$ cat config.mk
export PLATFORM = sky130hd
export DESIGN_NAME = wbs_ctrl
export DESIGN_NICKNAME = d
export VERILOG_FILES = /design/src/wbs_pkg.sv /design/src/wbs_ctrl.sv
export SDC_FILE = /design/constraint.sdc
export NUM_CORES = 1
export LEC_CHECK = 0
export BUFFER_PORTS_ARGS = -buffer_cell sky130_fd_sc_hd__buf_2
export CAP_MARGIN = 30
export CELL_PAD_IN_SITES_DETAIL_PLACEMENT = 0
export CELL_PAD_IN_SITES_GLOBAL_PLACEMENT = 1
export CORE_MARGIN = 3
export CORE_UTILIZATION = 27
export DETAILED_ROUTE_END_ITERATION = 8
export GPL_ROUTABILITY_DRIVEN = 0
export PLACE_DENSITY = 0.76
export SLEW_MARGIN = 20
export SYNTH_ARGS = -nofsm -noshare
export SYNTH_HDL_FRONTEND = slang
export SYNTH_SLANG_ARGS = --single-unit
$ cat constraint.sdc
create_clock -name clock -period 1.25 [get_ports clock]
set_input_delay 0.125 -clock clock [delete_from_list [all_inputs] [get_ports clock]]
set_output_delay 0.125 -clock clock [all_outputs]
set_load 0.02 [all_outputs]
$ cat src/wbs_pkg.sv
`timescale 1ns / 1ps
// Shared types and constants of the weighted two-dimensional bin sampler.
// Used by the register file, the controller, the datapath and the top level.
package wbs_pkg;

   localparam int ADDR_FIELD_W  = 12;
   localparam int WEIGHT_BITS   = 16;
   localparam int FRACTION_BITS = 16;
   localparam int DIM_W         = 7;
   localparam int IDX_W         = 6;
   localparam int CNT_W         = 13;
   localparam int COORD_W       = 32;
   localparam int BW_W          = 31;
   localparam int CP_W          = IDX_W + 1 + BW_W;
   localparam int CSR_ADDR_W    = 5;
   localparam int CSR_DATA_W    = 32;
   localparam int GRID_MAX      = 64;
   localparam int GRID_CELLS    = GRID_MAX * GRID_MAX;

   localparam logic OP_WRITE  = 1'b0;
   localparam logic OP_SAMPLE = 1'b1;

   localparam logic [2:0] REG_COLS   = 3'd0;
   localparam logic [2:0] REG_ROWS   = 3'd1;
   localparam logic [2:0] REG_X_ORG  = 3'd2;
   localparam logic [2:0] REG_Y_ORG  = 3'd3;
   localparam logic [2:0] REG_X_BW   = 3'd4;
   localparam logic [2:0] REG_Y_BW   = 3'd5;

   typedef enum logic [3:0] {
      ST_CLEAR,
      ST_IDLE,
      ST_WR_READ,
      ST_WR_COMMIT,
      ST_SMP_INIT,
      ST_WALK,
      ST_CTR_MUL,
      ST_CTR_SUM,
      ST_EMPTY
   } wbs_state_type;

   typedef struct packed {
      logic [DIM_W-1:0]          cols;
      logic [DIM_W-1:0]          rows;
      logic signed [COORD_W-1:0] x_origin;
      logic signed [COORD_W-1:0] y_origin;
      logic [BW_W-1:0]           x_bin_width;
      logic [BW_W-1:0]           y_bin_width;
   } wbs_cfg_type;

   typedef struct packed {
      logic clr_en;
      logic cap_req;
      logic wr_commit;
      logic smp_init;
      logic walk;
      logic ctr_mul;
      logic ctr_sum;
      logic out_empty;
   } wbs_cmd_type;

   typedef struct packed {
      logic clr_done;
      logic wr_in_range;
      logic total_zero;
      logic hit;
      logic walk_end;
   } wbs_sts_type;

endpackage

$ cat src/wbs_ctrl.sv
`timescale 1ns / 1ps
// Controller state machine: sequences clearing, weight writes and sample walks.
// Depends on wbs_pkg; drives the datapath through the command struct.
module wbs_ctrl (
   input  logic                  clock,
   input  logic                  reset,
   input  logic                  req_valid,
   input  logic                  req_op,
   output logic                  req_stall,
   output logic                  rsp_valid,
   input  logic                  rsp_stall,
   output wbs_pkg::wbs_cmd_type  cmd,
   input  wbs_pkg::wbs_sts_type  sts
);
   import wbs_pkg::*;

   wbs_state_type state_ff;
   wbs_state_type state_in;
   logic          rsp_valid_ff;
   logic          rsp_valid_in;
   logic          out_free;
   logic          out_load;

   assign out_free  = !rsp_valid_ff || !rsp_stall;
   assign out_load  = cmd.out_empty || cmd.ctr_sum;
   assign rsp_valid = rsp_valid_ff;
   assign req_stall = (state_ff != ST_IDLE);

   always_comb begin
      state_in = state_ff;
      cmd      = '0;
      case (state_ff)
         ST_CLEAR: begin
            cmd.clr_en = 1'b1;
            if (sts.clr_done) begin
               state_in = ST_IDLE;
            end
         end
         ST_IDLE: begin
            if (req_valid) begin
               cmd.cap_req = 1'b1;
               state_in    = (req_op == OP_SAMPLE) ? ST_SMP_INIT : ST_WR_READ;
            end
         end
         ST_WR_READ: begin
            state_in = sts.wr_in_range ? ST_WR_COMMIT : ST_IDLE;
         end
         ST_WR_COMMIT: begin
            cmd.wr_commit = 1'b1;
            state_in      = ST_IDLE;
         end
         ST_SMP_INIT: begin
            cmd.smp_init = 1'b1;
            state_in     = sts.total_zero ? ST_EMPTY : ST_WALK;
         end
         ST_WALK: begin
            cmd.walk = 1'b1;
            if (sts.hit) begin
               state_in = ST_CTR_MUL;
            end else if (sts.walk_end) begin
               state_in = ST_EMPTY;
            end
         end
         ST_CTR_MUL: begin
            cmd.ctr_mul = 1'b1;
            state_in    = ST_CTR_SUM;
         end
         ST_CTR_SUM: begin
            if (out_free) begin
               cmd.ctr_sum = 1'b1;
               state_in    = ST_IDLE;
            end
         end
         ST_EMPTY: begin
            if (out_free) begin
               cmd.out_empty = 1'b1;
               state_in      = ST_IDLE;
            end
         end
         default: begin
            state_in = ST_IDLE;
         end
      endcase
   end

   always_comb begin
      rsp_valid_in = rsp_valid_ff;
      if (out_load) begin
         rsp_valid_in = 1'b1;
      end else if (!rsp_stall) begin
         rsp_valid_in = 1'b0;
      end
   end

   always_ff @(posedge clock) begin
      if (reset) begin
         state_ff     <= ST_CLEAR;
         rsp_valid_ff <= 1'b0;
      end else begin
         state_ff     <= state_in;
         rsp_valid_ff <= rsp_valid_in;
      end
   end

   // A result beat is loaded only into an empty or draining output register.
   a_load_free: assert property (@(posedge clock) disable iff (reset)
      out_load |-> (!rsp_valid_ff || !rsp_stall))
      else $error("result loaded over a pending beat");

   a_clear_quiet: assert property (@(posedge clock) disable iff (reset)
      (state_ff == ST_CLEAR) |-> !rsp_valid_ff)
      else $error("result beat during the clearing pass");

   a_rsp_source: assert property (@(posedge clock) disable iff (reset)
      $rose(rsp_valid_ff) |-> $past(state_ff == ST_CTR_SUM || state_ff == ST_EMPTY))
      else $error("result beat not caused by a sample");

endmodule

==> results of run 1 <==
worst paths after layout:
kind                       to        start  depth (start not counted)
hold / removal    state_ff[2]        reset                          2
setup reg to reg  state_ff[3]  state_ff[0]                          5
setup / recovery       cmd[0]  state_ff[0]                          3
hold reg to reg   state_ff[2]  state_ff[2]                          2
area by class of cell:
type	count	area, um2	share of cell area
Timing Repair Buffer	34	262	0.319
Multi-Input combinational cell	46	394	0.481
Inverter	1	3.75	0.00458
Clock buffer	4	26.3	0.0321
Tap cell	15	18.8	0.0229
Sequential cell	5	115	0.140
per-layer routing:
layer / track usage / share of wire / up-vias
met5: 0 / 0 / -
met2: 0.258 / 0.50 / 8
met3: 0.0234 / 0.017 / 2
met4: 0.0511 / 0.013 / 0
li1: - / - / 283
met1: 0.187 / 0.47 / 289
worst register-to-register path, delay by kind of cell (launching register included):
kind | cells | cell delay, ps
simple gates | 1 | 420
buf+inv | 1 | 140
compound gates | 2 | 420
flops | 1 | 340
mux | 1 | 140
flip-flops by register name, indices dropped and copies added, names as in the netlist:
name	cells
rsp_valid	1
state_ff	4
power by group:
part / total (mW) / internal, mW / switching (mW)
combinational: 1.40 / 0.746 / 0.652
sequential: 0.333 / 0.243 / 0.0903
clock: 0.190 / 0.121 / 0.0693
Yosys cell counts (2+ instances only):
| master | instances |
|---|---|
| nand2b_1 | 3 |
| dfxtp_1 | 5 |
| nand3b_1 | 2 |
| nand2_1 | 3 |
| a21oi_1 | 9 |
| nor4_1 | 2 |
| mux2i_1 | 2 |
| nor3_1 | 4 |
| buf_4 | 3 |
kinds of logic after synthesis:
group	count (synthesis)	share of synthesized area
AOI/OAI and AO/OA	18	0.259
and+or+nand+nor	26	0.396
muxes	2	0.0456
DFF	5	0.228
buffers and inverters	5	0.0712
repair_timing:
item                                    in CTS  in global routing
endpoints found under the setup margin      13                 13
pin swaps                                    5                  2
resized for setup                           31                  8
setup buffers                                4                  0
==> metrics, run 1 <==
status finished with violations; violated checks setup timing; CTS max path bufs 2; setup TNS -2220 ps; die area 2150 um2; Synth-to-Final Area Change 86.6%; DR vias 582; Hold Crit Class input pin to register; initial antenna violation count 0; Reg clk slew, reported paths 40 ps; layout cells sized above 1 0.633; sequential area share after synthesis 0.228; clock skew 2.59 ps; DPL Wire Length 988 um; DR WL/cell 14.6 um; drt drc 0; unrepaired setup endpoints after global routing yes; PD cells 2340 nW/um2; startpoint class of the critical path register; ant diodes 0; family with the most delay on the worst path simple AND/OR/NAND/NOR gates; Max stage delay cell, worst path or4b_4; Routed Antenna Nets 0; Core Region 1420 um2; flop2flop setup slack -290 ps; Clock Sinks 5; Worst EP required 1120 ps; Top FF cell, synth dfxtp_1; syn_area_per_cell 7.84 um2; DR iter-0 viols 6; Post-Place Worst Slack -238 ps; MaxCap Viol Count 0; die width 46.3 um; gr ovfl total 0; post-synthesis async set-or-reset flop share 0; Total GRT Usage 0.150; CP Cell Sequence or4b_4 -> a21oi_2 -> buf_6; max frequency 641 MHz; commonest non-fill, non-tap cell in the layout buf_4; Buf+Inv Stages, Crit Path 1; global-route wire length before repair 2340 um; Final Cell Area 820 um2; Netlist Area Pre-Place 439 um2; nets@finish 101; most frequent cells in the layout buf_4 (14), buf_2 (11), buf_6 (9); worst setup margin -311 ps; Buffers on Ports 19; critical path peak fanout 4; Crit. End Element output pin; Period minus WS final 1560 ps; clock root buffer clkbuf_4; routed wire length 1540 um; Area after DPL 637 um2; FF+latch count, synth 5; Final Max Slew Viols 0; Post-CTS Hold Buffers 0; Hold Violations, Final 0; CTS tree yes; Yosys cell types 32; largest net degree at the start of global routing 9; placed cell count 98; Final Core Density 0.579; WP data arrival 1440 ps; fin cells 105; top-level I/O count 20; Min Hold Slack 104 ps; number of global-route vias before repair 562; Period Utilization, post-route 1.25; type of the worst setup path register to output pin; Mapped Nets 66; Clk Latency, worst-skew pair 240 ps; Peak VDD IR 0.000966 V; Ys Warns 0; htree depth 1; die span in y 46.3 um; Yosys top cell area share 0.228; drt pass-1 iters 4; Num CTS Buffers 3; top cells by area, synth dfxtp_1 (23%), a21oi_1 (10%), buf_4 (5.1%), mux2i_1 (4.6%), nor3_1 (4.6%); number of synthesized flops with an enable pin 0; Tot Pwr 1.92 mW; vias per cell 5.54; final setup fails 13; Max-slew headroom 0.779; slowest stage delay, CP 580 ps; cell leakage power 0.333 nW; starting density of the core 0.310; synthesized instance count 56; Yosys top cell by area dfxtp_1; fillers 128; Slew @ Worst Pin 329 ps; num rows 13
Note: power is estimated with default switching activity, not from simulation.
==> run 2, diff against run 1 <==
--- a/config.mk
+++ b/config.mk
@@ -14,6 +14,7 @@
 export DETAILED_ROUTE_END_ITERATION = 8
 export GPL_ROUTABILITY_DRIVEN = 0
 export PLACE_DENSITY = 0.76
+export REMOVE_ABC_BUFFERS = 1
 export SLEW_MARGIN = 20
 export SYNTH_ARGS = -nofsm -noshare
 export SYNTH_HDL_FRONTEND = slang
==> metrics, run 2 (synthesis results as in run 1) <==
status finished with violations; violated checks setup timing; starting density of the core 0.310; Synth-to-Final Area Change 88.6%; clock root buffer clkbuf_4; routed wire length 1530 um; critical path peak fanout 4; WP data arrival 1430 ps; Total GRT Usage 0.162; PD cells 2430 nW/um2; die width 46.3 um; GR Util met1 0.182; Buffers on Ports 19; hold_sp reset; top-level I/O count 20; unrepaired setup endpoints after global routing yes; Core Region 1420 um2; MaxCap Viol Count 0; cell leakage power 0.358 nW; largest reg by FF count state_ff; grt met2 use 0.297; max reg flops 4; worst setup path startpoint state_ff[3]; Final Max Slew Viols 0; vias per cell 5.51; placed cell count 98; M3 GR Usage 0.0352; Crit. End Element output pin; clock skew 6.71 ps; ant diodes 0; Period Utilization, post-route 1.25; Routed Antenna Nets 0; num rows 13; global-route wire length before repair 2480 um; DR WL/cell 14.2 um; DR iter-0 viols 5; layout cells sized above 1 0.591; nets@finish 104; GR peak layer met2; DPL Wire Length 1010 um; Slew @ Worst Pin 432 ps; Hold Violations, Final 0; Max stage delay cell, worst path or4b_4; htree depth 1; CTS max path bufs 2; largest net degree at the start of global routing 10; Post-Place Worst Slack -235 ps; most frequent cells in the layout buf_4 (19), buf_2 (11), a21oi_1 (6); Num CTS Buffers 3; RR Startpoint state_ff[3]; commonest non-fill, non-tap cell in the layout buf_4; DR vias 595; fin cells 108; CP Cell Sequence or4b_4 -> a21oi_2 -> buf_4; final setup fails 13; type of the worst setup path register to output pin; Post-CTS Hold Buffers 0; Period minus WS final 1560 ps; CTS tree yes; gr ovfl total 0; Worst EP required 1120 ps; max frequency 641 MHz; Peak VDD IR 0.00109 V; drt pass-1 iters 6; Reg clk slew, reported paths 50 ps; worst setup margin -310 ps; number of global-route vias before repair 558; startpoint class of the critical path register; die area 2150 um2; Hold Crit Class input pin to register; die span in y 46.3 um; Max-slew headroom 0.712; Clk Latency, worst-skew pair 250 ps; drt drc 0; slowest stage delay, CP 520 ps; Clock Sinks 5; initial antenna violation count 0
run 2: cell types whose count changed in the layout (fill, tap and decap cells not counted), sizes merged:
cell / change
buf: +3
run 2: cell type report:
cell class | instances | area, um2
Clock buffer | 4 | 26.3
Fill cell | 134 | 587
Inverter | 1 | 3.75
Multi-Input combinational cell | 46 | 379
Sequential cell | 5 | 111
Tap cell | 15 | 18.8
Timing Repair Buffer | 37 | 289
run 2: critical path, delay by kind of cell, from the launching register on:
| kind | cells | cell delay [ps] |
|---|---|---|
| AOI/OAI and AO/OA | 1 | 120 |
| DFF | 1 | 390 |
| buffers and inverters | 1 | 150 |
| and+or+nand+nor | 1 | 520 |
run 2: power breakdown:
part | internal (mW) | switching [mW] | total (mW) | leakage (nW)
Sequential | 0.242 | 0.0898 | 0.331 | 0.0429
Combinational | 0.830 | 0.657 | 1.49 | 0.300
Clock | 0.121 | 0.0764 | 0.198 | 0.0150
run 2: layer usage:
metal / routed length (um) / vias up
li1: - / 291
met1: 667 / 275
met2: 755 / 26
met3: 97 / 3
met4: 10 / 0
met5: 0 / -
run 2: worst paths after layout:
kind / endpoint / slack (ps) / cells past startpoint
max: cmd[0] / -310 / 3
min: state_ff[3] / 100 / 2
max reg2reg: state_ff[2] / -290 / 4
min reg2reg: rsp_valid / 600 / 2
run 2: what timing repair did:
item | CTS | global route
resized for setup | 31 | 4
buffers inserted | 5 | 3
hold endpoints to repair | 0 | 0
setup endpoints to repair | 13 | 13
cloned | 0 | 0
pin swaps | 8 | 2
run 2: stage by stage:
step / total power [mW] / setup TNS, ps / hold WS (ps) / util / cell area, um2
after floorplan: 0.864 / -3390 / 194 / - / 412
after global placement: 1.29 / -1240 / 361 / 0.435 / 616
after detailed placement: 1.29 / -1230 / 371 / 0.435 / 616
after CTS: 1.93 / -2320 / 100 / 0.567 / 802
after global routing: 2.15 / -3160 / 108 / 0.585 / 828
final: 2.02 / -2450 / 104 / 0.585 / 828
