<file path="src/wbs_pkg.sv">
`timescale 1ns / 1ps
// Shared types and constants of the weighted two-dimensional bin sampler.
// Used by the register file, the controller, the datapath and the top level.
package wbs_pkg;

   localparam int ADDR_FIELD_W  = 12;
   localparam int WEIGHT_BITS   = 16;
   localparam int FRACTION_BITS = 16;
   localparam int DIM_W         = 7;
   localparam int IDX_W         = 6;
   localparam int CNT_W         = 13;
   localparam int COORD_W       = 32;
   localparam int BW_W          = 31;
   localparam int CP_W          = IDX_W + 1 + BW_W;
   localparam int CSR_ADDR_W    = 5;
   localparam int CSR_DATA_W    = 32;
   localparam int GRID_MAX      = 64;
   localparam int GRID_CELLS    = GRID_MAX * GRID_MAX;

   localparam logic OP_WRITE  = 1'b0;
   localparam logic OP_SAMPLE = 1'b1;

   localparam logic [2:0] REG_COLS   = 3'd0;
   localparam logic [2:0] REG_ROWS   = 3'd1;
   localparam logic [2:0] REG_X_ORG  = 3'd2;
   localparam logic [2:0] REG_Y_ORG  = 3'd3;
   localparam logic [2:0] REG_X_BW   = 3'd4;
   localparam logic [2:0] REG_Y_BW   = 3'd5;

   typedef enum logic [3:0] {
      ST_CLEAR,
      ST_IDLE,
      ST_WR_READ,
      ST_WR_COMMIT,
      ST_SMP_INIT,
      ST_WALK,
      ST_CTR_MUL,
      ST_CTR_SUM,
      ST_EMPTY
   } wbs_state_type;

   typedef struct packed {
      logic [DIM_W-1:0]          cols;
      logic [DIM_W-1:0]          rows;
      logic signed [COORD_W-1:0] x_origin;
      logic signed [COORD_W-1:0] y_origin;
      logic [BW_W-1:0]           x_bin_width;
      logic [BW_W-1:0]           y_bin_width;
   } wbs_cfg_type;

   typedef struct packed {
      logic clr_en;
      logic cap_req;
      logic wr_commit;
      logic smp_init;
      logic walk;
      logic ctr_mul;
      logic ctr_sum;
      logic out_empty;
   } wbs_cmd_type;

   typedef struct packed {
      logic clr_done;
      logic wr_in_range;
      logic total_zero;
      logic hit;
      logic walk_end;
   } wbs_sts_type;

endpackage

</file>
<file path="src/wbs_regs.sv">
`timescale 1ns / 1ps
// Configuration register file behind the APB-style port.
// Depends on wbs_pkg for the register map and the configuration struct.
module wbs_regs (
   input  logic                               clock,
   input  logic                               reset,
   input  logic                               psel,
   input  logic                               penable,
   input  logic                               pwrite,
   input  logic [wbs_pkg::CSR_ADDR_W-1:0]     paddr,
   input  logic [wbs_pkg::CSR_DATA_W-1:0]     pwdata,
   output logic [wbs_pkg::CSR_DATA_W-1:0]     prdata,
   output logic                               pready,
   output wbs_pkg::wbs_cfg_type               cfg
);
   import wbs_pkg::*;

   wbs_cfg_type cfg_ff;
   wbs_cfg_type cfg_in;
   logic [2:0]  reg_sel;
   logic        wr_en;

   assign reg_sel = paddr[4:2];
   assign wr_en   = psel && penable && pwrite && pready;
   assign pready  = 1'b1;
   assign cfg     = cfg_ff;

   always_comb begin
      cfg_in = cfg_ff;
      if (wr_en) begin
         case (reg_sel)
            REG_COLS:  cfg_in.cols        = pwdata[DIM_W-1:0];
            REG_ROWS:  cfg_in.rows        = pwdata[DIM_W-1:0];
            REG_X_ORG: cfg_in.x_origin    = pwdata[COORD_W-1:0];
            REG_Y_ORG: cfg_in.y_origin    = pwdata[COORD_W-1:0];
            REG_X_BW:  cfg_in.x_bin_width = pwdata[BW_W-1:0];
            REG_Y_BW:  cfg_in.y_bin_width = pwdata[BW_W-1:0];
            default:   cfg_in = cfg_ff;
         endcase
      end
   end

   always_comb begin
      case (reg_sel)
         REG_COLS:  prdata = CSR_DATA_W'(cfg_ff.cols);
         REG_ROWS:  prdata = CSR_DATA_W'(cfg_ff.rows);
         REG_X_ORG: prdata = CSR_DATA_W'(unsigned'(cfg_ff.x_origin));
         REG_Y_ORG: prdata = CSR_DATA_W'(unsigned'(cfg_ff.y_origin));
         REG_X_BW:  prdata = CSR_DATA_W'(cfg_ff.x_bin_width);
         REG_Y_BW:  prdata = CSR_DATA_W'(cfg_ff.y_bin_width);
         default:   prdata = '0;
      endcase
   end

   always_ff @(posedge clock) begin
      if (reset) begin
         cfg_ff.cols        <= DIM_W'(GRID_MAX);
         cfg_ff.rows        <= DIM_W'(GRID_MAX);
         cfg_ff.x_origin    <= '0;
         cfg_ff.y_origin    <= '0;
         cfg_ff.x_bin_width <= BW_W'(65536);
         cfg_ff.y_bin_width <= BW_W'(65536);
      end else begin
         cfg_ff <= cfg_in;
      end
   end

endmodule

</file>
<file path="config.mk">
export PLATFORM = sky130hd
export DESIGN_NAME = wbs_regs
export DESIGN_NICKNAME = d
export VERILOG_FILES = /design/src/wbs_pkg.sv /design/src/wbs_regs.sv
export SDC_FILE = /design/constraint.sdc
export NUM_CORES = 1
export LEC_CHECK = 0
export ABC_AREA = 1
export ABC_CLOCK_PERIOD_IN_PS = 1450
export BUFFER_PORTS_ARGS = -buffer_cell sky130_fd_sc_hd__buf_4
export CAP_MARGIN = 20
export CORE_MARGIN = 2
export CORE_UTILIZATION = 42
export CTS_BUF_LIST = sky130_fd_sc_hd__clkbuf_16
export CTS_CLUSTER_SIZE = 25
export DETAILED_ROUTE_END_ITERATION = 8
export PLACE_DENSITY = 0.65
export RECOVER_POWER = 50
export SLEW_MARGIN = 10
export SYNTH_ARGS = -nofsm -noshare
export SYNTH_HDL_FRONTEND = slang
export SYNTH_SLANG_ARGS = --single-unit
</file>
<file path="constraint.sdc">
create_clock -name clock -period 1.45 [get_ports clock]
set_input_delay 0.0725 -clock clock [delete_from_list [all_inputs] [get_ports clock]]
set_output_delay 0.0725 -clock clock [all_outputs]
set_load 0.005 [all_outputs]
</file>
==> flow_metrics.env, run 1 <==
export IMPL_number_of_flip_flops_in_the_largest_register=140
export IMPL_finalClockSkew_ps=0
export IMPL_gr_usage_met1_pct=36.1
export IMPL_post_route_drc_count=0
export IMPL_first_pass_grt_wire_length_um=35400
export IMPL_net_sw_share_pct=24.3
export IMPL_met2_usage_pct=43.0
export IMPL_clock_insertion_delay_worst_skew_ps=420
export IMPL_critical_path_max_fanout=3
export IMPL_hold_violations=0
export IMPL_netlist_cell_type_count=16
export IMPL_ctsHtreeMaxLevel=4
export IMPL_gpl_final_weighted_congestion=0.848
export IMPL_edff_count_synth=0
export IMPL_power_per_cell_area_mw_per_mm2=1010
export IMPL_first_global_vias=6619
export IMPL_antenna_cells_inserted=0
export IMPL_synth_yosys_warnings=0
export IMPL_worstMarginPinSlew_ps=911
export IMPL_clock_sinks=140
export IMPL_crit_path_frequent_cell="nand2_1"
export IMPL_cts_buffer_depth=2
export IMPL_crit_required_ps=1380
export IMPL_grt_max_degree=43
export IMPL_crit_path_start_kind="register"
export IMPL_type_of_the_tightest_min_delay_check="in2reg"
export IMPL_power_frac_clock_pct=48.5
export IMPL_dp_final_hpwl_um=15500
export IMPL_slew_violations=0
export IMPL_rows=45
export IMPL_gr_max_usage_layer="met2"
export IMPL_finalSetupViolCount=0
export IMPL_synthCells=1041
export IMPL_dieWidth_um=129
export IMPL_synthesis_nets=1083
export IMPL_clock_fmax_mhz=727
export IMPL_wirelength_um=23100
export IMPL_cts_clk_slew_worst_paths_ps=60
export IMPL_ys_top_cells_by_area="dfxtp_1, nand2_1, nor2_1"
export IMPL_post_synth_cell_area_avg_um2=6.32
export IMPL_drv_max_cap_violation_count=0
export IMPL_pin_count=215
export IMPL_cts_root_buf="clkbuf_16"
export IMPL_grt_antenna_before_repair=0
export IMPL_grt_setup_unrepaired="false"
export IMPL_synth_seq_cells=140
export IMPL_die_y_um=129
export IMPL_ir_drop_mv=0.788
export IMPL_synth_top_cell_area_share_pct=42.6
export IMPL_grt_use_total_pct=27.2
export IMPL_synth_largest_area_cell="dfxtp_1"
export IMPL_synthToLayoutAreaGrowth_pct=40.4
export IMPL_yosys_top_cells_count="nand2_1, nor2_1, dfxtp_1, nand4_1, nand3_1"
export IMPL_worst_endpoint_arrival_ps=1300
export IMPL_intPower_mw=7.08
export IMPL_proportion_of_synthesized_chip_area_in_sequential_cells_pct=42.6
export IMPL_timing_setup_critical_path_class="reg2out"
export IMPL_detailroute_via_count=7521
export IMPL_fin_setup_tns_ps=0
export IMPL_max_slew_margin_vs_limit_pct=39.2
export IMPL_timing_critical_path_slowest_stage_cell="dfxtp_1"
export IMPL_combinationalPowerShare_pct=9.3
export IMPL_drive_above_1_share_pct=21.3
export IMPL_static_leakage_power_nw=4.22
export IMPL_die_area_mm2=0.0167
export IMPL_initial_core_util_pct=43.1
export IMPL_p_switching_mw=2.27
export IMPL_num_cts_buffers=17
export IMPL_most_common_cell_in_the_synthesized_netlist="nand2_1"
export IMPL_detail_route_wl_per_cell_um=15.7
export IMPL_synthesis_area_mm2=0.00658
export IMPL_yosys_most_used_dff="dfxtp_1"
export IMPL_design_core_area_mm2=0.0153
export IMPL_postSynth_asyncResetShare_pct=0
export IMPL_final_min_period_over_clock_period_pct=94.9
export IMPL_port_buffers=211
export IMPL_hold_ws_ps=8.80
export IMPL_drt_iter0_markers=505
export IMPL_cts_tree="built"
export IMPL_groute_layer_met3_usage_pct=6.44
export IMPL_period_minus_slack_ps=1380
export IMPL_firstDrtPassIters=5
export IMPL_finish_net_count=1290
export IMPL_gr_total_overflow=0
export IMPL_critical_path_endpoint_type="primary output"
export IMPL_cp_cell_sequence="nand4_1 > nand2_1 > nor2_2 > nand2_1 > buf_4"
export IMPL_via_per_inst=5.11
export IMPL_seq_power_share_pct=42.1
export IMPL_critPathMaxStageDelay_ps=340
export IMPL_status="complete, no violations"
export IMPL_ant_nets=0
cell usage in the layout (no fill, tap or decap):
| cell | Yosys | layout |
|---|---|---|
| nand2_1 | 295 | 295 |
| nor2_1 | 288 | 284 |
| dfxtp_1 | 140 | 140 |
| buf_4 | 1 | 125 |
| nand4_1 | 92 | 92 |
| nand3_1 | 91 | 91 |
| clkbuf_4 | 0 | 85 |
| inv_1 | 42 | 40 |
| clkbuf_1 | 32 | 25 |
| clkbuf_16 | 0 | 17 |
| dlygate4sd3_1 | 0 | 17 |
| buf_12 | 0 | 12 |
| clkinv_2 | 0 | 7 |
| o21ai_0 | 5 | 5 |
| inv_2 | 2 | 4 |
| nor2_4 | 0 | 4 |
| bufinv_16 | 0 | 4 |
| clkbuf_2 | 0 | 4 |
| nor2_2 | 3 | 3 |
| clkinv_1 | 1 | 2 |
| a21oi_1 | 1 | 1 |
| inv_4 | 0 | 1 |
| conb_1 | 1 | 1 |
| clkinvlp_4 | 0 | 1 |
| clkinv_4 | 0 | 1 |
layout make-up:
cell class,count,area (um^2)
multi-input cells,776,3300
inverters,45,171
well taps,211,264
flip-flops and latches,140,2800
fillers,1503,6010
repair buffers,268,2100
clock inverters,15,179
clock buffers,17,425
worst paths after layout:
path	slack, ps	to	start	cells past startpoint
worst max-delay path	70	prdata[4]	cfg[4]	5
worst min-delay path	9	cfg[23]	pwdata[23]	5
worst max register to register	290	cfg[16]	cfg[16]	3
worst min register to register	500	cfg[28]	cfg[28]	2
cell families after synthesis:
kind of cell           share of synthesized area (%)
other                                         0.0570
and+or+nand+nor                                 49.2
AOI/OAI and AO/OA                              0.456
buffers and inverters                           7.73
DFF                                             42.6
worst max-delay path: cells and delay by family (launching register included):
family | cells | cell delay [ps]
flops | 1 | 340
simple gates | 4 | 400
buf+inv | 1 | 130
metal layers:
metal	vias up	share of wire (%)
li1	3731	-
met1	3470	44
met2	280	47
met3	40	7.9
met4	0	1.8
met5	-	0
repair_timing:
action / in CTS / in global routing
endpoints found under the setup margin: 0 / 2
buffers inserted: 0 / 0
endpoints found under the hold margin: 37 / 0
resized for setup: 0 / 2
hold buffers: 17 / 0
power by group through the flow:
stage / Combinational [mW] / Sequential (mW) / Clock [mW]
2_1_floorplan: 0.436 / 4.02 / 0
4_1_cts: 0.886 / 3.94 / 4.58
6_report: 0.872 / 3.94 / 4.54
3_5_place_dp: 0.849 / 4.03 / 0
5_1_grt: 0.950 / 3.95 / 4.73
3_3_place_gp: 0.841 / 4.03 / 0
through the flow:
stage | setup WS [ps] | area, um^2 | std cells | util (%) | power [mW]
after floorplan | 295 | 6580 | 1041 | - | 4.46
after global placement | 154 | 8630 | 1423 | 56.6 | 4.87
after detailed placement | 145 | 8630 | 1423 | 56.6 | 4.87
after CTS | 9.77 | 9410 | 1472 | 61.7 | 9.41
after global routing | 11.0 | 9250 | 1472 | 60.6 | 9.63
final | 73.8 | 9250 | 1472 | 60.6 | 9.35
Power figures use the tool's default switching activity.
==> inputs of run 2 (changes only) <==
--- a/config.mk
+++ b/config.mk
@@ -14,6 +14,7 @@
 export CTS_BUF_LIST = sky130_fd_sc_hd__clkbuf_16
 export CTS_CLUSTER_SIZE = 25
 export DETAILED_ROUTE_END_ITERATION = 8
+export GPL_TIMING_DRIVEN = 0
 export PLACE_DENSITY = 0.65
 export RECOVER_POWER = 50
 export SLEW_MARGIN = 10
==> run 2 against run 1 <==
Compared with the run above:
- core utilization is 1.1 points lower
- total power is 4.6% lower
- register-to-register slack better by 470 ps
- hold slack worse by 6.3 ps
- global-route usage is 4.1 points higher
- non-clock buffer count is 25 higher
==> flow_metrics.env, run 2 (synthesis gave the netlist of run 1 again) <==
export IMPL_cts_buffer_depth=2
export IMPL_drive_above_1_share_pct=22.9
export IMPL_static_leakage_power_nw=4.23
export IMPL_timing_critical_path_slowest_stage_cell="dfxtp_1"
export IMPL_hold_violations=0
export IMPL_ctsHtreeMaxLevel=4
export IMPL_critical_path_endpoint_type="primary output"
export IMPL_r2r_end="cfg[47]"
export IMPL_slew_violations=0
export IMPL_firstDrtPassIters=5
export IMPL_max_slew_margin_vs_limit_pct=54.6
export IMPL_design_core_area_mm2=0.0153
export IMPL_detail_route_wl_per_cell_um=17.5
export IMPL_pre_cts_setup_slack_ps=-340
export IMPL_cts_setup_buffers=0
export IMPL_critical_path_max_fanout=3
export IMPL_finish_net_count=1315
export IMPL_die_area_mm2=0.0167
export IMPL_layout_commonest_cell="nand2_1"
export IMPL_worstHoldPathCells=5
export IMPL_first_pass_grt_wire_length_um=39600
export IMPL_timing_critical_path_from="cfg[4]"
export IMPL_grt_antenna_before_repair=0
export IMPL_top_signal_layer_used="met4"
export IMPL_timing_setup_critical_path_class="reg2out"
export IMPL_worst_endpoint_arrival_ps=1340
export IMPL_antenna_cells_inserted=0
export IMPL_cts_tree="built"
export IMPL_setup_ws_ps=34.8
export IMPL_gr_total_overflow=0
export IMPL_clock_fmax_mhz=707
export IMPL_clock_insertion_delay_worst_skew_ps=420
export IMPL_origin_of_the_critical_flop_to_flop_path="cfg[47]"
export IMPL_dieWidth_um=129
export IMPL_crit_path_frequent_cell="nand2_1"
export IMPL_cp_cell_sequence="nand4_1 > nand2_1 > nor2_2 > nand2_1 > buf_4"
export IMPL_first_global_vias=7033
export IMPL_hold_ws_ps=2.55
export IMPL_critPathMaxStageDelay_ps=360
export IMPL_worstMarginPinSlew_ps=682
export IMPL_worstHoldStart="pwdata[15]"
export IMPL_post_route_drc_count=0
export IMPL_finalClockSkew_ps=0
export IMPL_number_of_flip_flops_in_the_largest_register=140
export IMPL_final_min_period_over_clock_period_pct=97.6
export IMPL_r2r_cells=2
export IMPL_met2_length_um=11600
export IMPL_layout_cells_most_common_list="nand2_1, nor2_1, dfxtp_1"
export IMPL_num_cts_buffers=17
export IMPL_dp_final_hpwl_um=19000
export IMPL_gpl_final_weighted_congestion=0.913
export IMPL_finalSetupViolCount=0
export IMPL_power_per_cell_area_mw_per_mm2=984
export IMPL_ir_drop_mv=0.817
export IMPL_die_y_um=129
export IMPL_reg2reg_slack_ps=760
export IMPL_crit_path_start_kind="register"
export IMPL_cts_clk_slew_worst_paths_ps=60
export IMPL_clock_sinks=140
export IMPL_detailroute_via_count=7886
export IMPL_wl_met3_um=2130
export IMPL_ant_nets=0
export IMPL_holdPathEnd="cfg[15]"
export IMPL_drt_met1_wl_um=11600
export IMPL_rows=45
export IMPL_status="complete, no violations"
export IMPL_drv_max_cap_violation_count=0
export IMPL_grt_max_degree=17
export IMPL_grt_use_total_pct=31.3
export IMPL_drt_iter0_markers=662
export IMPL_via_per_inst=5.27
export IMPL_grt_setup_unrepaired="false"
export IMPL_initial_core_util_pct=43.1
export IMPL_synthToLayoutAreaGrowth_pct=37.8
export IMPL_type_of_the_tightest_min_delay_check="in2reg"
export IMPL_cts_root_buf="clkbuf_16"
export IMPL_port_buffers=210
export IMPL_crit_required_ps=1380
export IMPL_fillCellCount=1539
export IMPL_wirelength_um=26200
export IMPL_period_minus_slack_ps=1420
export IMPL_pin_count=215
[run 2: changes by cell type in the layout (fill, tap and decap cells not counted), sizes merged]
cell / delta
dlygate4sd3: -14
bufinv: -2
clkinv: -2
clkbuf: +59
inv: +3
buf: -20
[run 2: critical path: cells and delay by family, from the launching register on]
| family | cells | cell delay, ps |
|---|---|---|
| simple gates | 4 | 420 |
| buf+inv | 1 | 130 |
| flops | 1 | 360 |
[run 2: worst max-delay path by stage]
stage	end	slack, ps	depth (start not counted)
global placement	prdata[31]	-330	9
global route	cfg[104]	10	8
detailed placement	prdata[31]	-340	9
CTS	prdata[16]	2	9
floorplan	cfg[52]	300	9
finish	prdata[4]	30	5
[run 2: per-layer routing]
| layer | vias up | global-route usage [%] |
|---|---|---|
| met2 | 395 | 48.0 |
| met3 | 81 | 5.82 |
| li1 | 3789 | - |
| met5 | - | 0 |
| met1 | 3621 | 43.7 |
| met4 | 0 | 12.3 |
[run 2: cell type report]
cell class	count	area, um^2	area share [%]
Inverter	45	171	1.89
Buffer	80	407	4.48
Clock inverter	14	115	1.27
Tap cell	211	264	2.91
Multi-Input combinational cell	776	3310	36.4
Sequential cell	140	2800	30.9
Timing Repair Buffer	213	1580	17.4
Clock buffer	17	425	4.69
[run 2: timing repair]
action,CTS,global route
hold buffers,3,0
setup endpoints to repair,31,42
endpoints found under the hold margin,5,0
resized for setup,28,29
[run 2: where the power goes]
part | switching [mW] | internal (mW) | leakage [nW] | total, mW
Combinational | 0.575 | 0.298 | 2.82 | 0.873
Sequential | 0.0480 | 3.90 | 1.13 | 3.95
Clock | 1.64 | 2.46 | 0.282 | 4.11
[run 2: stage by stage]
stage,power (mW),cell area [um^2],utilization (%),cells,setup TNS [ps]
2_1_floorplan,4.46,6580,-,1041,0
3_3_place_gp,4.85,8420,55.2,1462,-26390
3_5_place_dp,4.86,8420,55.2,1462,-25840
4_1_cts,8.93,9040,59.3,1496,0
5_1_grt,9.19,9070,59.5,1496,0
6_report,8.92,9070,59.5,1496,0
